[config.mk]
export PLATFORM = sky130hd
export DESIGN_NAME = pump_dose_time_converter
export DESIGN_NICKNAME = d
export VERILOG_FILES = /design/src/rtl/pdt_pkg.sv /design/src/rtl/pump_dose_time_converter.sv
export VERILOG_INCLUDE_DIRS = /design/src /design/src/rtl
export SDC_FILE = /design/constraint.sdc
export NUM_CORES = 2
export LEC_CHECK = 0
export ABC_AREA = 1
export BUFFER_PORTS_ARGS = -buffer_cell sky130_fd_sc_hd__buf_2
export CELL_PAD_IN_SITES_DETAIL_PLACEMENT = 0
export CELL_PAD_IN_SITES_GLOBAL_PLACEMENT = 1
export CORE_ASPECT_RATIO = 0.5
export CORE_MARGIN = 8
export CORE_UTILIZATION = 45
export DETAILED_ROUTE_END_ITERATION = 12
export PLACE_DENSITY = 0.85
export SLEW_MARGIN = 30
export SYNTH_ARGS = -nofsm -noshare
export SYNTH_HDL_FRONTEND = slang
export SYNTH_SLANG_ARGS = --single-unit
[constraint.sdc]
create_clock -name i_clk -period 9.9 [get_ports i_clk]
set_clock_uncertainty 0.05 [all_clocks]
set_input_delay 0.495 -clock i_clk [delete_from_list [all_inputs] [get_ports i_clk]]
set_output_delay 0.495 -clock i_clk [all_outputs]
set_load 0.005 [all_outputs]
[src/rtl/pump_dose_time_converter_macros.svh]
// assertion macros for the pump dose/time converter
// used by pump_dose_time_converter.sv; needs a clock i_clk and reset i_rst_n in scope
`ifndef PUMP_DOSE_TIME_CONVERTER_MACROS_SVH
`define PUMP_DOSE_TIME_CONVERTER_MACROS_SVH

// same-cycle implication, disabled during reset
`define PDT_ASSERT_NOW(label, ante, cons, msg) \
    label: assert property (@(posedge i_clk) disable iff (!i_rst_n) (ante) |-> (cons)) \
        else $error(msg);

// next-cycle implication, disabled during reset
`define PDT_ASSERT_NEXT(label, ante, cons, msg) \
    label: assert property (@(posedge i_clk) disable iff (!i_rst_n) (ante) |=> (cons)) \
        else $error(msg);

`endif

[src/rtl/pdt_pkg.sv]
// shared types and constants of the pump dose/time converter
// no dependencies; used by pump_dose_time_converter
`default_nettype none

package pdt_pkg;

    // pump count and field widths
    localparam int NUM_PUMPS   = 4;
    localparam int PUMP_W      = 4;
    localparam int PUMP_CMP_W  = PUMP_W + 1;
    localparam int PUMP_IDX_W  = (NUM_PUMPS > 1) ? $clog2(NUM_PUMPS) : 1;
    localparam int CMD_W       = 2;
    localparam int VOL_W       = 24;
    localparam int FLOW_W      = 24;
    localparam int DUR_W       = 32;
    localparam int DEAD_W      = 16;
    localparam int CORR_W      = 16;
    localparam int CFG_IDX_W   = 2;
    localparam int CFG_DATA_W  = 24;

    // arithmetic
    localparam int MUL_A_W     = 40;
    localparam int MUL_B_W     = 24;
    localparam int MUL_P_W     = MUL_A_W + MUL_B_W;
    localparam int PROD_W      = 56;
    localparam int NUM_W       = 70;
    localparam int Q14_SHIFT   = 14;
    localparam int DIV_STEPS   = 32;
    localparam int CNT_W       = $clog2(DIV_STEPS);
    localparam int MS_PER_MIN  = 60000;

    // reset values
    localparam logic [FLOW_W-1:0] FLOW_RESET      = 24'd25600;
    localparam logic [VOL_W-1:0]  MIN_DOSE_RESET  = 24'd256;
    localparam logic [VOL_W-1:0]  MAX_DOSE_RESET  = 24'd128000;
    localparam logic [DEAD_W-1:0] DEAD_TIME_RESET = 16'd100;
    localparam logic [CORR_W-1:0] CORR_RESET      = 16'd16384;

    typedef enum logic [CMD_W-1:0] {
        CMD_SET_FLOW    = 2'd0,
        CMD_TO_DURATION = 2'd1,
        CMD_TO_VOLUME   = 2'd2,
        CMD_QUERY       = 2'd3
    } t_cmd;

    typedef enum logic [CFG_IDX_W-1:0] {
        CFG_MIN_DOSE   = 2'd0,
        CFG_MAX_DOSE   = 2'd1,
        CFG_DEAD_TIME  = 2'd2,
        CFG_CORRECTION = 2'd3
    } t_cfg_idx;

endpackage

`default_nettype wire

[src/rtl/pump_dose_time_converter.sv]
// pump dose/time converter: per-pump flow table and a shared multiply/divide sequencer
// depends on pdt_pkg and pump_dose_time_converter_macros.svh
// to_duration, to_volume on a valid pump: S_MUL1, S_MUL2 (two passes through one 40x24
// multiplier), S_DIV (overflow check, 32 restoring divide steps), S_OUT; others go to S_OUT
// busy is low again in the strobe cycle; one word at a time; no output stall
// synchronous active-low reset: flow table 100.0 mL/min, flags clear, registers to defaults
`default_nettype none

`include "pump_dose_time_converter_macros.svh"

module pump_dose_time_converter (
    input  wire logic                             i_clk,
    input  wire logic                             i_rst_n,
    // command word
    input  wire logic                             start,
    output logic                                  busy,
    input  wire logic [pdt_pkg::CMD_W-1:0]        i_cmd,
    input  wire logic [pdt_pkg::PUMP_W-1:0]       i_pump,
    input  wire logic [pdt_pkg::FLOW_W-1:0]       i_flow_in,
    input  wire logic [pdt_pkg::VOL_W-1:0]        i_volume_in,
    input  wire logic [pdt_pkg::DUR_W-1:0]        i_duration_in,
    // result word
    output logic                                  o_valid,
    output logic                                  o_ok,
    output logic [pdt_pkg::DUR_W-1:0]             o_duration_out,
    output logic [pdt_pkg::DUR_W-1:0]             o_volume_out,
    output logic [pdt_pkg::FLOW_W-1:0]            o_flow_out,
    output logic                                  o_is_calibrated,
    // configuration write channel
    input  wire logic                             i_cfg_valid,
    output logic                                  o_cfg_ready,
    input  wire logic [pdt_pkg::CFG_IDX_W-1:0]    i_cfg_index,
    input  wire logic [pdt_pkg::CFG_DATA_W-1:0]   i_cfg_data
);

    typedef enum logic [4:0] {
        S_IDLE = 5'b00001,
        S_MUL1 = 5'b00010,
        S_MUL2 = 5'b00100,
        S_DIV  = 5'b01000,
        S_OUT  = 5'b10000
    } t_state;

    // sequencer, plus an overflow check folded into S_DIV via r_chk
    t_state                            r_state, n_state;
    logic                              r_chk;
    logic [pdt_pkg::CNT_W-1:0]         r_cnt;

    // configuration registers
    logic [pdt_pkg::VOL_W-1:0]         r_min_dose;
    logic [pdt_pkg::VOL_W-1:0]         r_max_dose;
    logic [pdt_pkg::DEAD_W-1:0]        r_dead;
    logic [pdt_pkg::CORR_W-1:0]        r_corr;

    // pump state
    logic [pdt_pkg::FLOW_W-1:0]        r_flow_tab [pdt_pkg::NUM_PUMPS];
    logic [pdt_pkg::NUM_PUMPS-1:0]     r_cal_flags;

    // captured item
    pdt_pkg::t_cmd                     r_cmd;
    logic                              r_pump_ok;
    logic [pdt_pkg::PUMP_IDX_W-1:0]    r_idx;
    logic [pdt_pkg::FLOW_W-1:0]        r_flow_in;
    logic [pdt_pkg::FLOW_W-1:0]        r_flow;
    logic                              r_cal;
    logic [pdt_pkg::DUR_W-1:0]         r_opnd;

    // datapath
    logic [pdt_pkg::PROD_W-1:0]        r_prod;
    logic [pdt_pkg::NUM_W-1:0]         r_num;
    logic [pdt_pkg::DUR_W-1:0]         r_dvs;
    logic [pdt_pkg::DUR_W-1:0]         r_rem;
    logic [pdt_pkg::DUR_W-1:0]         r_quo;
    logic                              r_sat;
    logic                              r_zero;

    // result registers
    logic                              r_valid;
    logic                              r_ok;
    logic [pdt_pkg::DUR_W-1:0]         r_dur_out;
    logic [pdt_pkg::DUR_W-1:0]         r_vol_out;
    logic [pdt_pkg::FLOW_W-1:0]        r_flow_out;
    logic                              r_cal_out;

    logic                              accept;
    logic                              cfg_we;
    logic [pdt_pkg::PUMP_IDX_W-1:0]    in_idx;
    logic                              in_pump_ok;
    logic [pdt_pkg::VOL_W-1:0]         v_lo;
    logic [pdt_pkg::VOL_W-1:0]         v_clamp;
    logic [pdt_pkg::DUR_W-1:0]         run;
    logic                              is_dur;
    logic [pdt_pkg::MUL_A_W-1:0]       m_a;
    logic [pdt_pkg::MUL_B_W-1:0]       m_b;
    logic [pdt_pkg::MUL_P_W-1:0]       m_p;
    logic [pdt_pkg::DUR_W:0]           d_t;
    logic [pdt_pkg::DUR_W:0]           d_diff;
    logic                              d_ge;
    logic [pdt_pkg::DUR_W:0]           dsum;
    logic                              set_ok;
    logic [pdt_pkg::DUR_W-1:0]         dur_res;
    logic [pdt_pkg::DUR_W-1:0]         vol_res;

    assign busy        = (r_state != S_IDLE);
    assign accept      = start && !busy;
    assign o_cfg_ready = (r_state == S_IDLE);
    assign cfg_we      = i_cfg_valid && o_cfg_ready;
    assign is_dur      = (r_cmd == pdt_pkg::CMD_TO_DURATION);

    // input decode, clamp and dead-time subtract ahead of capture
    assign in_idx     = i_pump[pdt_pkg::PUMP_IDX_W-1:0];
    assign in_pump_ok = ({1'b0, i_pump} < pdt_pkg::PUMP_CMP_W'(pdt_pkg::NUM_PUMPS));
    assign v_lo       = (i_volume_in < r_min_dose) ? r_min_dose : i_volume_in;
    assign v_clamp    = (v_lo > r_max_dose) ? r_max_dose : v_lo;
    assign run        = (i_duration_in > {16'b0, r_dead})
                        ? (i_duration_in - {16'b0, r_dead}) : '0;

    // shared multiplier operand select
    always_comb begin
        m_a = '0;
        m_b = '0;
        if (r_state == S_MUL1) begin
            if (is_dur) begin
                m_a = {16'b0, r_opnd[pdt_pkg::VOL_W-1:0]};
                m_b = {8'b0, r_corr};
            end else begin
                m_a = {8'b0, r_opnd};
                m_b = r_flow;
            end
        end else begin
            if (is_dur) begin
                m_a = r_prod[pdt_pkg::MUL_A_W-1:0];
                m_b = pdt_pkg::MUL_B_W'(pdt_pkg::MS_PER_MIN);
            end else begin
                m_a = pdt_pkg::MUL_A_W'(pdt_pkg::MS_PER_MIN);
                m_b = {8'b0, r_corr};
            end
        end
    end

    assign m_p = {24'b0, m_a} * {40'b0, m_b};

    // one restoring divide step
    assign d_t    = {r_rem, r_num[pdt_pkg::DUR_W-1]};
    assign d_ge   = (d_t >= {1'b0, r_dvs});
    assign d_diff = d_t - {1'b0, r_dvs};

    // final result formation
    assign dsum   = {1'b0, r_quo} + {17'b0, r_dead};
    assign set_ok = (r_cmd == pdt_pkg::CMD_SET_FLOW) && (r_flow_in != '0);

    always_comb begin
        if (r_flow == '0) begin
            dur_res = '0;
        end else if (r_sat || dsum[pdt_pkg::DUR_W]) begin
            dur_res = '1;
        end else begin
            dur_res = dsum[pdt_pkg::DUR_W-1:0];
        end
        if (r_zero) begin
            vol_res = '0;
        end else if (r_sat) begin
            vol_res = '1;
        end else begin
            vol_res = r_quo;
        end
    end

    // next state
    always_comb begin
        n_state = r_state;
        unique case (r_state)
            S_IDLE: begin
                if (accept) begin
                    if (in_pump_ok && (i_cmd == pdt_pkg::CMD_TO_DURATION ||
                                       i_cmd == pdt_pkg::CMD_TO_VOLUME)) begin
                        n_state = S_MUL1;
                    end else begin
                        n_state = S_OUT;
                    end
                end
            end
            S_MUL1: n_state = S_MUL2;
            S_MUL2: n_state = S_DIV;
            S_DIV: begin
                if (!r_chk && r_cnt == pdt_pkg::CNT_W'(pdt_pkg::DIV_STEPS - 1)) begin
                    n_state = S_OUT;
                end
            end
            S_OUT:  n_state = S_IDLE;
            default: n_state = S_IDLE;
        endcase
    end

    // control registers
    always_ff @(posedge i_clk) begin
        if (!i_rst_n) begin
            r_state <= S_IDLE;
            r_valid <= 1'b0;
            r_chk   <= 1'b0;
            r_cnt   <= '0;
        end else begin
            r_state <= n_state;
            r_valid <= (r_state == S_OUT);
            if (r_state == S_MUL2) begin
                r_chk <= 1'b1;
                r_cnt <= '0;
            end else if (r_state == S_DIV) begin
                if (r_chk) begin
                    r_chk <= 1'b0;
                end else begin
                    r_cnt <= r_cnt + pdt_pkg::CNT_W'(1);
                end
            end
        end
    end

    // configuration registers and pump state
    always_ff @(posedge i_clk) begin
        if (!i_rst_n) begin
            r_min_dose  <= pdt_pkg::MIN_DOSE_RESET;
            r_max_dose  <= pdt_pkg::MAX_DOSE_RESET;
            r_dead      <= pdt_pkg::DEAD_TIME_RESET;
            r_corr      <= pdt_pkg::CORR_RESET;
            r_cal_flags <= '0;
            for (int i = 0; i < pdt_pkg::NUM_PUMPS; i++) begin
                r_flow_tab[i] <= pdt_pkg::FLOW_RESET;
            end
        end else begin
            if (cfg_we) begin
                unique case (pdt_pkg::t_cfg_idx'(i_cfg_index))
                    pdt_pkg::CFG_MIN_DOSE:   r_min_dose <= i_cfg_data;
                    pdt_pkg::CFG_MAX_DOSE:   r_max_dose <= i_cfg_data;
                    pdt_pkg::CFG_DEAD_TIME:  r_dead <= i_cfg_data[pdt_pkg::DEAD_W-1:0];
                    pdt_pkg::CFG_CORRECTION: r_corr <= i_cfg_data[pdt_pkg::CORR_W-1:0];
                    default: ;
                endcase
            end
            if (r_state == S_OUT && r_pump_ok && set_ok) begin
                r_flow_tab[r_idx]  <= r_flow_in;
                r_cal_flags[r_idx] <= 1'b1;
            end
        end
    end

    // item capture and arithmetic datapath
    always_ff @(posedge i_clk) begin
        if (accept) begin
            r_cmd     <= pdt_pkg::t_cmd'(i_cmd);
            r_pump_ok <= in_pump_ok;
            r_idx     <= in_idx;
            r_flow_in <= i_flow_in;
            r_flow    <= r_flow_tab[in_idx];
            r_cal     <= r_cal_flags[in_idx];
            r_opnd    <= (i_cmd == pdt_pkg::CMD_TO_DURATION) ? {8'b0, v_clamp} : run;
        end
        unique case (r_state)
            S_MUL1: r_prod <= m_p[pdt_pkg::PROD_W-1:0];
            S_MUL2: begin
                if (is_dur) begin
                    // (v * corr * 60000) >> 14 over the flow rate
                    r_num <= {{(pdt_pkg::NUM_W - pdt_pkg::PROD_W + pdt_pkg::Q14_SHIFT){1'b0}},
                              m_p[pdt_pkg::PROD_W-1:pdt_pkg::Q14_SHIFT]};
                    r_dvs <= {8'b0, r_flow};
                end else begin
                    // (run * flow) << 14 over 60000 * corr
                    r_num <= {r_prod, {pdt_pkg::Q14_SHIFT{1'b0}}};
                    r_dvs <= m_p[pdt_pkg::DUR_W-1:0];
                end
            end
            S_DIV: begin
                if (r_chk) begin
                    // quotient overflows 32 bits when the upper part reaches the divisor
                    r_sat  <= (r_num[pdt_pkg::NUM_W-1:pdt_pkg::DUR_W] >= {6'b0, r_dvs});
                    r_zero <= (r_num == '0);
                    r_rem  <= r_num[2*pdt_pkg::DUR_W-1:pdt_pkg::DUR_W];
                end else begin
                    r_rem <= d_ge ? d_diff[pdt_pkg::DUR_W-1:0] : d_t[pdt_pkg::DUR_W-1:0];
                    r_quo <= {r_quo[pdt_pkg::DUR_W-2:0], d_ge};
                    r_num <= {r_num[pdt_pkg::NUM_W-2:0], 1'b0};
                end
            end
            S_OUT: begin
                r_ok       <= r_pump_ok &&
                              ((r_cmd != pdt_pkg::CMD_SET_FLOW) || (r_flow_in != '0));
                r_dur_out  <= (r_pump_ok && is_dur) ? dur_res : '0;
                r_vol_out  <= (r_pump_ok && r_cmd == pdt_pkg::CMD_TO_VOLUME) ? vol_res : '0;
                r_flow_out <= !r_pump_ok ? '0 : (set_ok ? r_flow_in : r_flow);
                r_cal_out  <= r_pump_ok && (set_ok || r_cal);
            end
            default: ;
        endcase
    end

    assign o_valid         = r_valid;
    assign o_ok            = r_ok;
    assign o_duration_out  = r_dur_out;
    assign o_volume_out    = r_vol_out;
    assign o_flow_out      = r_flow_out;
    assign o_is_calibrated = r_cal_out;

    // checks
    `PDT_ASSERT_NEXT(a_accept_busy, accept, busy, "accepted word did not raise busy")
    `PDT_ASSERT_NEXT(a_out_strobe, r_state == S_OUT, o_valid && !busy,
                     "result word not strobed after output state")
    `PDT_ASSERT_NOW(a_rem_bound, r_state == S_DIV && !r_chk && !r_sat, r_rem < r_dvs,
                    "divide remainder out of range")
    `PDT_ASSERT_NOW(a_reject_zero, o_valid && !o_ok,
                    o_duration_out == '0 && o_volume_out == '0,
                    "rejected word carries a conversion result")

endmodule

`default_nettype wire

* Word level (Yosys, flattened, before mapping)
Memory sizes are Yosys's and may differ from the RTL's. A register that Yosys moved wholly into a read port is not among the register bits.
Index checks and enable logic that the tools add are counted.
** Cells by class
- Multipliers :: 1
- Reduce and logical (&&, ||, !) cells :: 38
- Equal/unequal tests :: 17
- Add/sub/neg operators :: 4
- Bitwise operators :: 6
- $lt $le $gt $ge :: 9
- Muxes and demuxes :: 36
** Operator list (count)
- 2-to-1 mux 24 bit :: 9
- 2-to-1 mux 32 bit :: 5
- 2-to-1 mux 70 bit :: 2
- one-hot mux 70 bit (2 select lines) :: 1
- 2-to-1 mux 40 bit :: 2
- logical NOT 70 bit :: 1
- multiplier 40 x 24 -> 56 bit :: 1
- >= comparator 38 x 32 -> 1 bit :: 1
- adder 32 x 16 -> 33 bit :: 1
- >= comparator 33 x 32 -> 1 bit :: 1
- greater-than comparator 32 x 16 -> 1 bit :: 1
- subtractor 32 x 16 -> 32 bit :: 1
- subtractor 32 bit :: 1
- greater-than comparator 24 bit :: 1
- logical NOT 24 bit :: 1
- less-than comparator 24 bit :: 1
- nonzero test 24 bit :: 1
- OR reduction 24 bit :: 1
- one-hot mux 5 bit (4 select lines) :: 1
- 2-to-1 mux 16 bit :: 1
- AND reduction 2 bit :: 8
- 2-to-1 mux 5 bit :: 3
- logical AND 1 bit :: 12
- == test 5 bit (second input constant) :: 2
- 24 further kinds :: 52
** Storage, ports and cells
- Output and inout port bits :: 93
- Input port bits :: 116
- Bits in writable memories :: 96
- Flip-flop bits (word level) :: 472
- Memories :: 1
- Word-level logic and storage cells :: 141
** Memories
- r_flow_tab :: words 4, bits a word 24, rd ports 1, clocked after memory_dff 1, write ports 4, line pump_dose_time_converter.sv:56 : logic [pdt_pkg::FLOW_W-1:0] r_flow_tab [pdt_pkg::NUM_PUMPS];

* Logic depth before layout (Yosys ltp)
- Depth in word-level cells :: 8
- Mapped depth :: 39
- Mapped depth without buffers :: 38

* Worst setup path after synthesis
Ideal clock, no wire load.
- Path type :: register to register
- Start point :: reg r_state[4]
- End point :: mem r_flow_tab[3][0] in the netlist's numbering (enable)
- Buffers on the path :: 0
- Stages on the path, launching flop included :: 7
- Data required time :: 9437 ps
- Setup time :: 413 ps
- Arrival :: 7224 ps
- Path slack :: 2213 ps
- Period minus slack after synthesis :: 7687 ps
- Cells stage by stage :: dfxtp_1 inv_2 nor4_2 inv_1 nor2_1 nand2_1 a21oi_1
** RTL lines
- start: declaration :: line pump_dose_time_converter.sv:45 : t_state r_state, n_state;
- start signal: assignment :: line pump_dose_time_converter.sv:203 : r_state <= n_state;
- end: declaration :: line pump_dose_time_converter.sv:56

* Worst setup path after layout
- Start point :: reg r_state[2]
- End point :: reg r_num[22] in the netlist's numbering, data pin
** On the way
- Cells in the longest elaborated chain, start to end :: 5
- Elaborated cells between the ends (all ways) :: 8
- Classes of those cells :: mul (1); eq/ne (3); mux (4)
** RTL lines
- == test 5 x 2 -> 1 bit (*) :: line pump_dose_time_converter.sv:122 : if (r_state == S_MUL1) begin
- 2-to-1 mux 40 bit / 2-to-1 mux 24 bit (equally long branches) :: line pump_dose_time_converter.sv:122
- multiplier 40 x 24 -> 56 bit (*) :: line pump_dose_time_converter.sv:141 : assign m_p = {24'b0, m_a} * {40'b0, m_b};
- via m_p (one bit) :: line pump_dose_time_converter.sv:95 : logic [pdt_pkg::MUL_P_W-1:0] m_p;
- 2-to-1 mux 70 bit (*) :: line pump_dose_time_converter.sv:260 : if (is_dur) begin
- one-hot mux 70 bit (2 select lines) (*) :: line pump_dose_time_converter.sv:257 : unique case (r_state)
- end signal: assignment :: line pump_dose_time_converter.sv:262 : r_num <= {{(pdt_pkg::NUM_W - pdt_pkg::PROD_W + pdt_pkg::Q14_SHIFT){1'b0}},
- end signal: assignment :: line pump_dose_time_converter.sv:267 : r_num <= {r_prod, {pdt_pkg::Q14_SHIFT{1'b0}}};
- end signal: assignment :: line pump_dose_time_converter.sv:280 : r_num <= {r_num[pdt_pkg::NUM_W-2:0], 1'b0};
- end: declaration :: line pump_dose_time_converter.sv:70 : logic [pdt_pkg::NUM_W-1:0] r_num;
The timed path passes the listed nets; every way through them passes the cells marked *.
A chain may end at the register's enable or synchronous reset.

==> results.tsv <==
metric	value	unit
number of max-cap violations	0	
grt total ovfl	0	
fin nets	8934	
clk buf depth	3	
Total GRT Usage	0.284	
worst-path fanout max	31	
power density cells	233	mW/mm^2
Seq cells post-synth	592	
critical path endpoint category	register	
YS warnings	0	
Clock Sink Count	592	
Die X-Extent	537	um
gate count of the mapped netlist	7430	
Worst Hold Depth	1	
CP dominant cell by count	nand2_1	
drt first pass iters	6	
routed vias/inst	5.33	
Slew Viols, Final	0	
Cells after DPL	9412	
Post-synth EDFFs	496	
GPL Wtd Cong	1.05	
register area	0.0168	mm^2
fraction of layout cells with a size suffix above 1	0.0698	
initial antenna violation count	5	
Util after Layout	0.500	
H-tree levels	3	
worst min path class	in2reg	
slew at the pin closest to its max-slew limit	1.09	ns
DRC violations left	0	
count leader, synth	nand2_1	
Max Freq	104	MHz
# port buffers	208	
hold buffer count at cts	24	
clk_lat worst skew	0.62	ns
area of the multi-input gates	0.0375	mm^2
DRT antenna net count	0	
min Tclk post-route	9.58	ns
core area	0.134	mm^2
Synth area leaders	fa_1 (27%), edfxtp_1 (24%), nand2_1 (11%)	
height of the die	276	um
hold_sp	i_cmd[1]	
dominant cell type by area after synthesis	fa_1	
DR WL/cell	22.2	um
final period utilization	0.968	
crit path DAT	10.00	ns
num rows	95	
final-layout fill cell count	12934	
part of the Yosys area used for sequential elements	0.276	
initial drt markers	5019	
critical path type	reg2reg	
status	complete, no violations	
TNS Setup	0	ns
die footprint	0.148	mm^2
Final setup viols	0	
max_slew headroom	0.268	
vias in the first global route	51117	
Synth Cell Area	0.0610	mm^2
CTS root buffer	clkbuf_16	
CTS tree	built	
WL final	212000	um
Max stage delay on crit path	0.64	ns
RR Startpoint	r_state[2]	
async set-or-reset flop fraction in the synthesized netlist	0	
global-route wire length before repair	321000	um
synth cell count leaders	nand2_1 (1774), inv_1 (1574), nor2_1 (836)	
largest net degree at the start of global routing	89	
Vias	50957	
Yosys top cell area share	0.266	
Post-DP HPWL	169000	um
CP required	10.32	ns
Post-CTS Resized	0	
PnR worst setup slack	0.320	ns
Clock Pin Slew Worst Setup and Hold Paths	0.06	ns
Finished Layout Cells	9564	
pre-CTS setup slack	0.695	ns
CP Launch Type	register	
Hold Vio Cnt, Final	0	
CTS Buf Count	67	
RSZ-0062 raised after global routing	no	
Hold EP	r_cmd[1]	
Yosys cell types	53	
setup bufs post-CTS	0	
synthesis-to-layout area growth	10.3	%
IO Pins	209	
Worst R2R End	r_num[22]	
Worst VDD drop	0.000222	V
R2R Setup Slk	0.32	ns
Hold Slack	0.0410	ns
starting density of the core	0.453	
Leak	33.2	nW
slowest CP cell	a22oi_1	
Post-synth top flop	edfxtp_1	
r2r worst-path depth	36	
Mean Syn Cell Area	8.21	um^2
power by group:
part	internal (W)	total, W	switching, W
combinational	0.00290	0.00986	0.00696
sequential	0.00313	0.00321	0.0000782
clock	0.00150	0.00259	0.00109
total	0.00753	0.0157	0.00813
cell families (layout without fill, tap and decap cells):
family | Yosys count | count (layout) | synth area share
AND/OR/NAND/NOR | 3124 | 3124 | 0.208
buffers and inverters | 1861 | 2098 | 0.117
adder cells (fa/ha/maj) | 1104 | 1104 | 0.326
AO/OA/AOI/OAI | 678 | 678 | 0.0630
flip-flops | 592 | 592 | 0.276
XOR/XNOR | 69 | 69 | 0.00991
other | 2 | 105 | 0.000123
state kept, by name (all words and copies together), names as in the netlist, 24 cells and up:
name and flops:
o_duration_out 32, o_flow_out 24, o_volume_out 32, r_dvs 32
r_flow 24, r_flow_in 24, r_flow_tab 96, r_max_dose 24
r_min_dose 24, r_num 70, r_opnd 32, r_prod 56
r_quo 32, r_rem 32
worst max-delay path by stage:
stage / startpoint / to / slack [ns]
3_3_place_gp: r_state[3] / r_num[22] / 0.71
6_report: r_state[2] / r_num[22] / 0.32
3_5_place_dp: r_state[3] / r_num[22] / 0.69
2_1_floorplan: r_state[4] / r_flow_tab[3][0] / 2.21
5_1_grt: r_state[3] / r_num[25] / 0.14
4_1_cts: r_state[3] / r_num[22] / 0.65
layout make-up:
class,count,area share
inverter,1606,0.0897
clock buffer,92,0.0279
sequential,592,0.250
antenna,5,0.000186
clock inverter,28,0.00575
tap,1794,0.0334
timing repair buffer,372,0.0358
multi-input combinational,5075,0.557
worst max-delay path, delay by kind of cell, from the launching register on:
kind                       cells  cell delay (ns)
AOI/OAI and AO/OA              2             0.79
xor gates and xnor gates       1             0.50
adders and majority gates      8             3.73
buffers and inverters         11             1.35
DFF                            1             0.36
and+or+nand+nor               14             2.59
placed cells by master (no fill, tap or decap), types with 96 or more instances in the layout:
cell type and instances:
inv_1 1574, buf_4 134, fa_1 811, nand2_1 1773, nand3_1 306, edfxtp_1 496, buf_2 208, conb_1 100
o21ai_0 285, a21oi_1 265, dfxtp_1 96, ha_1 293, nor2_1 827
metal layers:
layer / wire length [um] / vias up / global-route usage / part of all wire
met5: 0 / - / 0 / 0
met4: 7480 / 0 / 0.0879 / 0.035
met3: 23900 / 372 / 0.0819 / 0.11
met2: 90800 / 2454 / 0.429 / 0.43
met1: 89600 / 24911 / 0.396 / 0.42
li1: - / 23220 / - / -
metrics by stage:
step	total power, W	instance area [um^2]
floorplan	0.00892	61300
global placement	0.0127	64700
detailed placement	0.0127	64700
CTS	0.0154	67200
global route	0.0166	67200
finish	0.0157	67300
Power figures use the tool's default switching activity.
